**src/mac_receive_address_table_macros.svh**
```systemverilog
// -----------------------------------------------------------------------------
// mac_receive_address_table_macros
// Assertion macros used by the receive address table RTL (mrat_back).
// -----------------------------------------------------------------------------
`ifndef MAC_RECEIVE_ADDRESS_TABLE_MACROS_SVH
`define MAC_RECEIVE_ADDRESS_TABLE_MACROS_SVH

`ifndef SYNTHESIS

// prop must hold at every clock edge outside reset
`define MRAT_ASSERT(lbl, clk, rstn, prop, msg) \
    lbl: assert property (@(posedge clk) disable iff (!rstn) (prop)) else $error(msg);

// expr must never be true outside reset
`define MRAT_ASSERT_NEVER(lbl, clk, rstn, expr, msg) \
    `MRAT_ASSERT(lbl, clk, rstn, !(expr), msg)

`else

`define MRAT_ASSERT(lbl, clk, rstn, prop, msg)
`define MRAT_ASSERT_NEVER(lbl, clk, rstn, expr, msg)

`endif

`endif

```
**src/mrat_pkg.sv**
```systemverilog
// -----------------------------------------------------------------------------
// mrat_pkg
// Types and constants of the receive MAC address table.
// -----------------------------------------------------------------------------
package mrat_pkg;

    localparam int TABLE_ENTRIES = 16;
    localparam int IDX_W         = $clog2(TABLE_ENTRIES);
    localparam int ADDR_W        = 48;
    localparam int MODE_W        = 2;
    localparam int STATUS_W      = 2;
    localparam int SLOT_W        = 4;

    // request queue between front and back; depth must be a power of two
    localparam int QUEUE_DEPTH   = 2;
    localparam int QPTR_W        = $clog2(QUEUE_DEPTH);
    localparam int QCNT_W        = $clog2(QUEUE_DEPTH + 1);

    localparam logic [MODE_W-1:0] MODE_PRIMARY = 2'd0;
    localparam logic [MODE_W-1:0] MODE_ADD     = 2'd1;
    localparam logic [MODE_W-1:0] MODE_REMOVE  = 2'd2;

    localparam logic [STATUS_W-1:0] ST_OK        = 2'd0;
    localparam logic [STATUS_W-1:0] ST_EXISTS    = 2'd1;
    localparam logic [STATUS_W-1:0] ST_FULL      = 2'd2;
    localparam logic [STATUS_W-1:0] ST_NOT_FOUND = 2'd3;

    typedef enum logic [1:0] {
        OP_PRIMARY,
        OP_ADD,
        OP_REMOVE,
        OP_NOP
    } t_op;

    typedef enum logic {
        S_IDLE,
        S_SCAN
    } t_state;

    typedef struct packed {
        t_op               op;
        logic [ADDR_W-1:0] addr;
    } t_req;

    typedef struct packed {
        logic valid;
        t_req req;
    } t_queue_head;

endpackage

```
**src/mrat_front.sv**
```systemverilog
// -----------------------------------------------------------------------------
// mrat_front
// Takes requests, decodes the mode and queues them for the table walker.
// -----------------------------------------------------------------------------
module mrat_front
    import mrat_pkg::*;
(
    input  logic                i_clk,
    input  logic                i_rst_n,
    input  logic                i_start,
    output logic                o_busy,
    input  logic [MODE_W-1:0]   i_mode,
    input  logic [ADDR_W-1:0]   i_mac_addr,
    input  logic                i_pop,
    output t_queue_head         o_head
);

    t_req              r_q [QUEUE_DEPTH];
    logic [QPTR_W-1:0] r_wp, n_wp;
    logic [QPTR_W-1:0] r_rp, n_rp;
    logic [QCNT_W-1:0] r_cnt, n_cnt;
    logic              w_push;
    t_req              w_req;

    always_comb begin
        case (i_mode)
            MODE_PRIMARY: w_req.op = OP_PRIMARY;
            MODE_ADD:     w_req.op = OP_ADD;
            MODE_REMOVE:  w_req.op = OP_REMOVE;
            default:      w_req.op = OP_NOP;
        endcase
        w_req.addr = i_mac_addr;
    end

    assign o_busy = (r_cnt == QCNT_W'(QUEUE_DEPTH));
    assign w_push = i_start && !o_busy;

    assign o_head.valid = (r_cnt != '0);
    assign o_head.req   = r_q[r_rp];

    always_comb begin
        n_wp  = w_push ? r_wp + 1'b1 : r_wp;
        n_rp  = i_pop ? r_rp + 1'b1 : r_rp;
        n_cnt = r_cnt + QCNT_W'(w_push) - QCNT_W'(i_pop);
    end

    always_ff @(posedge i_clk) begin
        if (!i_rst_n) begin
            r_wp  <= '0;
            r_rp  <= '0;
            r_cnt <= '0;
        end else begin
            r_wp  <= n_wp;
            r_rp  <= n_rp;
            r_cnt <= n_cnt;
        end
    end

    always_ff @(posedge i_clk) begin
        if (w_push) begin
            r_q[r_wp] <= w_req;
        end
    end

endmodule

```
**src/mrat_back.sv**
```systemverilog
// -----------------------------------------------------------------------------
// mrat_back
// Executes queued requests: walks the address store one entry per cycle.
// -----------------------------------------------------------------------------
`include "mac_receive_address_table_macros.svh"

module mrat_back
    import mrat_pkg::*;
(
    input  logic                i_clk,
    input  logic                i_rst_n,
    input  t_queue_head         i_head,
    output logic                o_pop,
    output logic                o_done,
    output logic [STATUS_W-1:0] o_status,
    output logic [SLOT_W-1:0]   o_slot
);

    localparam logic [IDX_W-1:0] LAST_IDX = IDX_W'(TABLE_ENTRIES - 1);

    logic [ADDR_W-1:0]        r_mem [TABLE_ENTRIES];
    logic [ADDR_W-1:0]        r_rdata;
    logic [TABLE_ENTRIES-1:0] r_valid;

    t_state             r_state, n_state;
    t_op                r_op;
    logic [ADDR_W-1:0]  r_key;
    logic [IDX_W-1:0]   r_idx;
    logic               r_issue;
    logic               r_cmp_vld;
    logic [IDX_W-1:0]   r_cmp_idx;
    logic [IDX_W-1:0]   r_free;
    logic               r_free_ok;

    logic                r_done;
    logic [STATUS_W-1:0] r_status;
    logic [SLOT_W-1:0]   r_slot;

    logic                w_we;
    logic [IDX_W-1:0]    w_waddr;
    logic [ADDR_W-1:0]   w_wdata;
    logic                w_set_valid;
    logic                w_clr_valid;
    logic [IDX_W-1:0]    w_vidx;
    logic                w_done;
    logic [STATUS_W-1:0] w_status;
    logic [IDX_W-1:0]    w_slot;
    logic                w_start_scan;
    logic                w_finish;

    logic [ADDR_W-1:0]   w_eff;
    logic                w_hit;
    logic                w_last;
    logic                w_free_here;

    // an invalid entry may hold stale data (reset or removal), so mask it on valid
    assign w_eff       = r_valid[r_cmp_idx] ? r_rdata : '0;
    assign w_hit       = r_cmp_vld && (w_eff == r_key);
    assign w_last      = r_cmp_vld && (r_cmp_idx == LAST_IDX);
    assign w_free_here = r_cmp_vld && (r_cmp_idx != '0) && !r_valid[r_cmp_idx];
    assign w_finish    = (r_state == S_SCAN) && (w_hit || w_last);
    assign w_start_scan = (r_state == S_IDLE) && i_head.valid
                          && ((i_head.req.op == OP_ADD) || (i_head.req.op == OP_REMOVE));

    // next state
    always_comb begin
        n_state = r_state;
        case (r_state)
            S_IDLE: begin
                if (w_start_scan) n_state = S_SCAN;
            end
            S_SCAN: begin
                if (w_hit || w_last) n_state = S_IDLE;
            end
            default: n_state = S_IDLE;
        endcase
    end

    // outputs
    always_comb begin
        o_pop       = 1'b0;
        w_we        = 1'b0;
        w_waddr     = '0;
        w_wdata     = r_key;
        w_set_valid = 1'b0;
        w_clr_valid = 1'b0;
        w_vidx      = '0;
        w_done      = 1'b0;
        w_status    = ST_OK;
        w_slot      = '0;
        case (r_state)
            S_IDLE: begin
                if (i_head.valid) begin
                    o_pop = 1'b1;
                    case (i_head.req.op)
                        OP_PRIMARY: begin
                            w_we        = 1'b1;
                            w_wdata     = i_head.req.addr;
                            w_set_valid = 1'b1;
                            w_done      = 1'b1;
                        end
                        OP_NOP: begin
                            w_done = 1'b1;
                        end
                        default: ;
                    endcase
                end
            end
            S_SCAN: begin
                if (w_hit) begin
                    w_done = 1'b1;
                    if (r_op == OP_ADD) begin
                        w_status = ST_EXISTS;
                    end else begin
                        w_clr_valid = 1'b1;
                        w_vidx      = r_cmp_idx;
                        w_slot      = r_cmp_idx;
                    end
                end else if (w_last) begin
                    w_done = 1'b1;
                    if (r_op == OP_ADD) begin
                        if (r_free_ok || w_free_here) begin
                            w_we        = 1'b1;
                            w_waddr     = r_free_ok ? r_free : r_cmp_idx;
                            w_set_valid = 1'b1;
                            w_vidx      = w_waddr;
                            w_slot      = w_waddr;
                        end else begin
                            w_status = ST_FULL;
                        end
                    end else begin
                        w_status = ST_NOT_FOUND;
                    end
                end
            end
            default: ;
        endcase
    end

    // control
    always_ff @(posedge i_clk) begin
        if (!i_rst_n) begin
            r_state   <= S_IDLE;
            r_issue   <= 1'b0;
            r_cmp_vld <= 1'b0;
            r_free_ok <= 1'b0;
            r_valid   <= '0;
            r_done    <= 1'b0;
        end else begin
            r_state <= n_state;
            r_done  <= w_done;
            if (w_set_valid) r_valid[w_vidx] <= 1'b1;
            if (w_clr_valid) r_valid[w_vidx] <= 1'b0;
            if (w_start_scan) begin
                r_issue   <= 1'b1;
                r_cmp_vld <= 1'b0;
                r_free_ok <= 1'b0;
            end else if (w_finish) begin
                r_issue   <= 1'b0;
                r_cmp_vld <= 1'b0;
            end else if (r_state == S_SCAN) begin
                r_cmp_vld <= r_issue;
                if (r_issue && (r_idx == LAST_IDX)) r_issue <= 1'b0;
                if (w_free_here && !r_free_ok) r_free_ok <= 1'b1;
            end
        end
    end

    // payload
    always_ff @(posedge i_clk) begin
        r_status <= w_status;
        r_slot   <= SLOT_W'(w_slot);
        if (w_start_scan) begin
            r_op  <= i_head.req.op;
            r_key <= i_head.req.addr;
            r_idx <= (i_head.req.op == OP_ADD) ? '0 : IDX_W'(1);
        end else if (r_state == S_SCAN) begin
            r_cmp_idx <= r_idx;
            if (r_issue && (r_idx != LAST_IDX)) r_idx <= r_idx + 1'b1;
            if (w_free_here && !r_free_ok) r_free <= r_cmp_idx;
        end
    end

    // address store, one write and one registered read port
    always_ff @(posedge i_clk) begin
        if (w_we) r_mem[w_waddr] <= w_wdata;
        r_rdata <= r_mem[r_idx];
    end

    assign o_done   = r_done;
    assign o_status = r_status;
    assign o_slot   = r_slot;

    `MRAT_ASSERT(a_pop_in_idle, i_clk, i_rst_n, o_pop |-> r_state == S_IDLE, "pop in scan")
    `MRAT_ASSERT(a_cmp_in_scan, i_clk, i_rst_n, r_cmp_vld |-> r_state == S_SCAN, "stray compare")
    `MRAT_ASSERT(a_fail_slot, i_clk, i_rst_n, r_done && r_status != ST_OK |-> r_slot == '0, "bad slot")
    `MRAT_ASSERT(a_scan_ends, i_clk, i_rst_n, w_finish |=> r_state == S_IDLE && r_done, "no result")

endmodule

```
**src/mac_receive_address_table.sv**
```systemverilog
// -----------------------------------------------------------------------------
// mac_receive_address_table
// Receive MAC address table: set primary, add and remove secondary addresses.
// -----------------------------------------------------------------------------
// A request is taken on start while busy is low; up to two requests wait in a
// queue ahead of the table walker, and busy is high only while that queue is
// full. Each request gives exactly one result, shown for one cycle with o_done,
// and the receiver cannot stall it. Into an idle block, set primary and the
// unused mode go through the queue and give a registered result. Add and
// remove walk the 16-entry address store one entry per cycle through its single
// registered read port, add from entry 0 and remove from entry 1: a match ends
// the walk at that entry, and without a match the walk runs to the last entry.
// A request that waits in the queue also waits for those ahead of it. The store
// needs no clearing pass after reset.
module mac_receive_address_table
    import mrat_pkg::*;
(
    input  logic                i_clk,
    input  logic                i_rst_n,
    input  logic                start,
    output logic                busy,
    input  logic [MODE_W-1:0]   i_mode,
    input  logic [ADDR_W-1:0]   i_mac_addr,
    output logic                o_done,
    output logic [STATUS_W-1:0] o_status,
    output logic [SLOT_W-1:0]   o_slot
);

    t_queue_head w_head;
    logic        w_pop;

    mrat_front u_front (
        .i_clk      (i_clk),
        .i_rst_n    (i_rst_n),
        .i_start    (start),
        .o_busy     (busy),
        .i_mode     (i_mode),
        .i_mac_addr (i_mac_addr),
        .i_pop      (w_pop),
        .o_head     (w_head)
    );

    mrat_back u_back (
        .i_clk    (i_clk),
        .i_rst_n  (i_rst_n),
        .i_head   (w_head),
        .o_pop    (w_pop),
        .o_done   (o_done),
        .o_status (o_status),
        .o_slot   (o_slot)
    );

endmodule
```
**config.mk**
```make
export PLATFORM = sky130hd
export DESIGN_NAME = mac_receive_address_table
export DESIGN_NICKNAME = d
export VERILOG_FILES = /design/src/mrat_pkg.sv /design/src/mrat_front.sv /design/src/mrat_back.sv /design/src/mac_receive_address_table.sv
export VERILOG_INCLUDE_DIRS = /design/src /design/src/src
export SDC_FILE = /design/constraint.sdc
export NUM_CORES = 1
export LEC_CHECK = 0
export BUFFER_PORTS_ARGS = -buffer_cell sky130_fd_sc_hd__buf_2
export CAP_MARGIN = 5
export CORE_UTILIZATION = 45
export DETAILED_ROUTE_END_ITERATION = 8
export PLACE_DENSITY = 0.69
export SYNTH_ARGS = -nofsm -noshare
export SYNTH_HDL_FRONTEND = slang
export SYNTH_SLANG_ARGS = --single-unit
```
**constraint.sdc**
```tcl
create_clock -name i_clk -period 11.35 [get_ports i_clk]
set_clock_uncertainty 0.1 [all_clocks]
set_input_delay 0 -clock i_clk [delete_from_list [all_inputs] [get_ports i_clk]]
set_output_delay 0 -clock i_clk [all_outputs]
set_load 0.02 [all_outputs]
```
==> summary.md <==
| Metric | Value |
|---|---|
| Outcome | completed |
| Sequential cell area | roughly 0.030 mm² |
| Hold crit path type | in -> reg |
| Ys Warns | 0 |
| Post_cts resized | 0 |
| Synthesized area | 0.0390 mm² |
| Top-area cell type share of the netlist area | 0.716 |
| WP data required | 11.79 ns |
| Net Count, Synth | 1911 |
| Worst slew pin tran | roughly 1.3 ns |
| Core Box Area | 0.0855 mm² |
| F_max | 155 MHz |
| DRC | 0 |
| Top_reg_cell synth | edfxtp_1 |
| Final WL | 89.2 mm |
| Placed cell areas | 0.0407 mm² |
| Area Overhead vs Synth | 15.4% |
| Final hold viol count | 0 |
| Pin count of the biggest net entering global routing | 98 |
| R2R setup slack | slightly below 5 ns |
| Register area share after synthesis | 0.757 |
| Clock H-tree levels | 3 |
| Cell Pwr Density | between 200 and 250 mW/mm² |
| PortBufs | 60 |
| TNS Setup | 0 ns |
| FFs w/ async S/R, synth | 0 |
| CP Capture Type | flop |
| Later-pin clock latency in the skew report | 0.66 ns |
| Area of the multi-input gates | between 0.009 and 0.01 mm² |
| Initial antenna violation count | 2 |
| Drt first pass iters | 6 |
| Antenna Cells | 0 |
| Die Ht | 296 µm |
| Post-Synthesis Cells | 1853 |
| GPL Wtd Cong | 0.920 |
| Initial DRC count | approximately 2200 |
| Number of fill cells | around 6500 |
| Root Driver | clkbuf_16 |
| Minimum clock period | ~6.4 ns |
| Syn avg cell area | 21.1 µm² |
| DRT antenna net count | 0 |
| Power consumption | 11.0 mW |
| Fin nets | 2117 |
| Ranking of synthesized cells by instance count | edfxtp_1, mux4_2, mux2_2 |
| Die area | 0.0879 mm² |
| Kind of critical path | reg -> reg |
| Synth area leader | edfxtp_1 |
| CP max FO | 32 |
| Clock Tree Buf Depth | 3 |
| Final Util | 0.526 |
| Via-to-Cell Ratio | 5.81 |
| Global-route wire length before repair | about 130 mm |
| Vias in the first global route | around 20000 |
| CTS tree | done |
| Io pins | roughly 60 |
| Critical Path AT | a little under 7 ns |
| WL/cell | 27.1 µm |
| CP cell instances | mux2i_1, o221ai_1, o22ai_2, a211o_1, a2111o_1, nor4_4, nand3_2, and3b_2, buf_4, o221a_1 |
| Worst setup SP type | flop |
| Sink Count | a little over 1000 |
| Max Cap Violations | 0 |
| Place WS | 5.09 ns |
| Vias | approximately 19000 |
| Half-perimeter wire length after placement | 50.9 mm |
| Worst Setup Slack, final | 4.90 ns |
| Site Rows | 107 |
| Tot GR Track Use | 0.207 |
| Fin area | 0.0450 mm² |
| Slowest cell delay on critical path | 1.05 ns |
| Maximum vdd drop | about 0.15 mV |
| Netlist cell types | about 70 |
| Fraction of layout cells with a size suffix above 1 | 0.292 |
| Initial Util | 0.456 |
| Count leader, synth | edfxtp_1 |
| Worst path slowest cell | o221ai_1 |
| Clock slew at reported path FFs | 0.06 ns |
| Synth top area cells | edfxtp_1, mux4_2, dfxtp_1 |
| Die width | roughly 300 µm |
| Final worst-path cycle share | 0.568 |
| CTS Buf Count | between 90 and 100 |
| Number of enable flip-flop cells after synthesis | 930 |
| GRT overflow | 0 |
| Max-slew violations | 0 |
| Static Leak | 14.3 nW |
| RSZ-0062 raised after global routing | no |
| Count of final setup violators | 0 |
| Rel. slew slack | 0.137 |
| Synth Register Bits | 1010 |
[where the power goes]
part / leakage (nW) / internal (mW) / switching, mW / total (mW)
clock network: 1.57 / 1.86 / 1.36 / 3.22
logic: 3.64 / 1.21 / 1.55 / 2.75
registers: 9.08 / 4.79 / 0.278 / 5.07
total: 14.3 / 7.86 / 3.18 / 11.0
[timing repair]
item / in CTS / in global routing
hold endpoints to repair: 126 / 0
hold buffers: 104 / 0
setup buffers: 0 / 0
[state kept, by name, summed over array words and instances, names as in the netlist, named ones only]
| register | count |
|---|---|
| u_back.o_done | 1 |
| u_back.o_slot | 4 |
| u_back.o_status | 2 |
| u_back.r_cmp_idx | 4 |
| u_back.r_cmp_vld | 1 |
| u_back.r_free | 4 |
| u_back.r_free_ok | 1 |
| u_back.r_idx | 4 |
| u_back.r_issue | 1 |
| u_back.r_key | 48 |
| u_back.r_mem | 768 |
| u_back.r_op | 2 |
| u_back.r_rdata | 48 |
| u_back.r_state | 1 |
| u_back.r_valid | 16 |
| u_front.r_cnt | 2 |
| u_front.r_q | 100 |
| u_front.r_rp | 1 |
| u_front.r_wp | 1 |
[path summary, 6_finish.rpt]
kind | start | to | cells after the start
min reg2reg | u_back.r_valid[8] | u_back.r_valid[8] | 2
max | u_back.r_cmp_idx[0] | u_back.r_valid[15] | 10
min | i_rst_n | u_back.r_valid[8] | 4
max reg2reg | u_back.r_cmp_idx[0] | u_back.r_valid[15] | 10
[stage by stage]
step	hold WS (ns)	cells
after floorplan	-0.00113	1853
after global placement	0.0866	2998
after detailed placement	0.0916	2998
after CTS	0.283	3287
after global routing	0.323	3287
final	0.310	3287
[layout make-up]
cell class / count / area share
Inverter: 37 / 0.00309
Clock buffer: 134 / 0.0611
Clock inverter: 51 / 0.0107
Multi-Input combinational cell: 712 / 0.201
Tap cell: 1144 / 0.0318
Timing Repair Buffer: 199 / 0.0362
Sequential cell: 1010 / 0.656
[cells by family (layout without fill, tap and decap cells)]
family | after synthesis | count (layout) | synth area share
AOI/OAI and AO/OA | 118 | 118 | 0.0242
xor gates and xnor gates | 17 | 17 | 0.00382
adders and majority gates | 5 | 5 | 0.00160
buffers and inverters | 131 | 421 | 0.0133
DFF | 1010 | 1010 | 0.757
muxes | 351 | 351 | 0.171
and+or+nand+nor | 221 | 221 | 0.0297
[worst max-delay path: cells and delay by family (launching register included)]
| family | cells | cell delay (ns) |
|---|---|---|
| compound gates | 5 | 2.91 |
| simple gates | 3 | 1.77 |
| flops | 1 | 0.87 |
| buf+inv | 1 | 0.44 |
| mux | 1 | 0.22 |
[cell usage in the layout (no fill, tap or decap), drive strengths merged, types with 10 or more instances in the layout]
| master | n |
|---|---|
| dlygate4sd3 | 104 |
| o221ai | 14 |
| o22ai | 10 |
| clkinv | 33 |
| or3 | 10 |
| dfxtp | 80 |
| a31oi | 10 |
| nor2 | 49 |
| buf | 95 |
| or2 | 12 |
| nand2b | 16 |
| and2 | 13 |
| nand4 | 10 |
| xnor2 | 14 |
| nor3 | 23 |
| nand3 | 14 |
| mux2 | 101 |
| inv | 40 |
| edfxtp | 930 |
| nand2 | 39 |
| mux4 | 241 |
| clkbuf | 134 |
[routing by layer]
layer,wire [µm],vias up,GRT usage,share of wire
met2,44800,677,0.344,0.50
met1,37100,10200,0.288,0.42
met5,0,-,0,0
met4,1520,0,0.0471,0.017
li1,-,8126,-,-
met3,5750,106,0.0346,0.064
(Power assumes the default switching activity.)
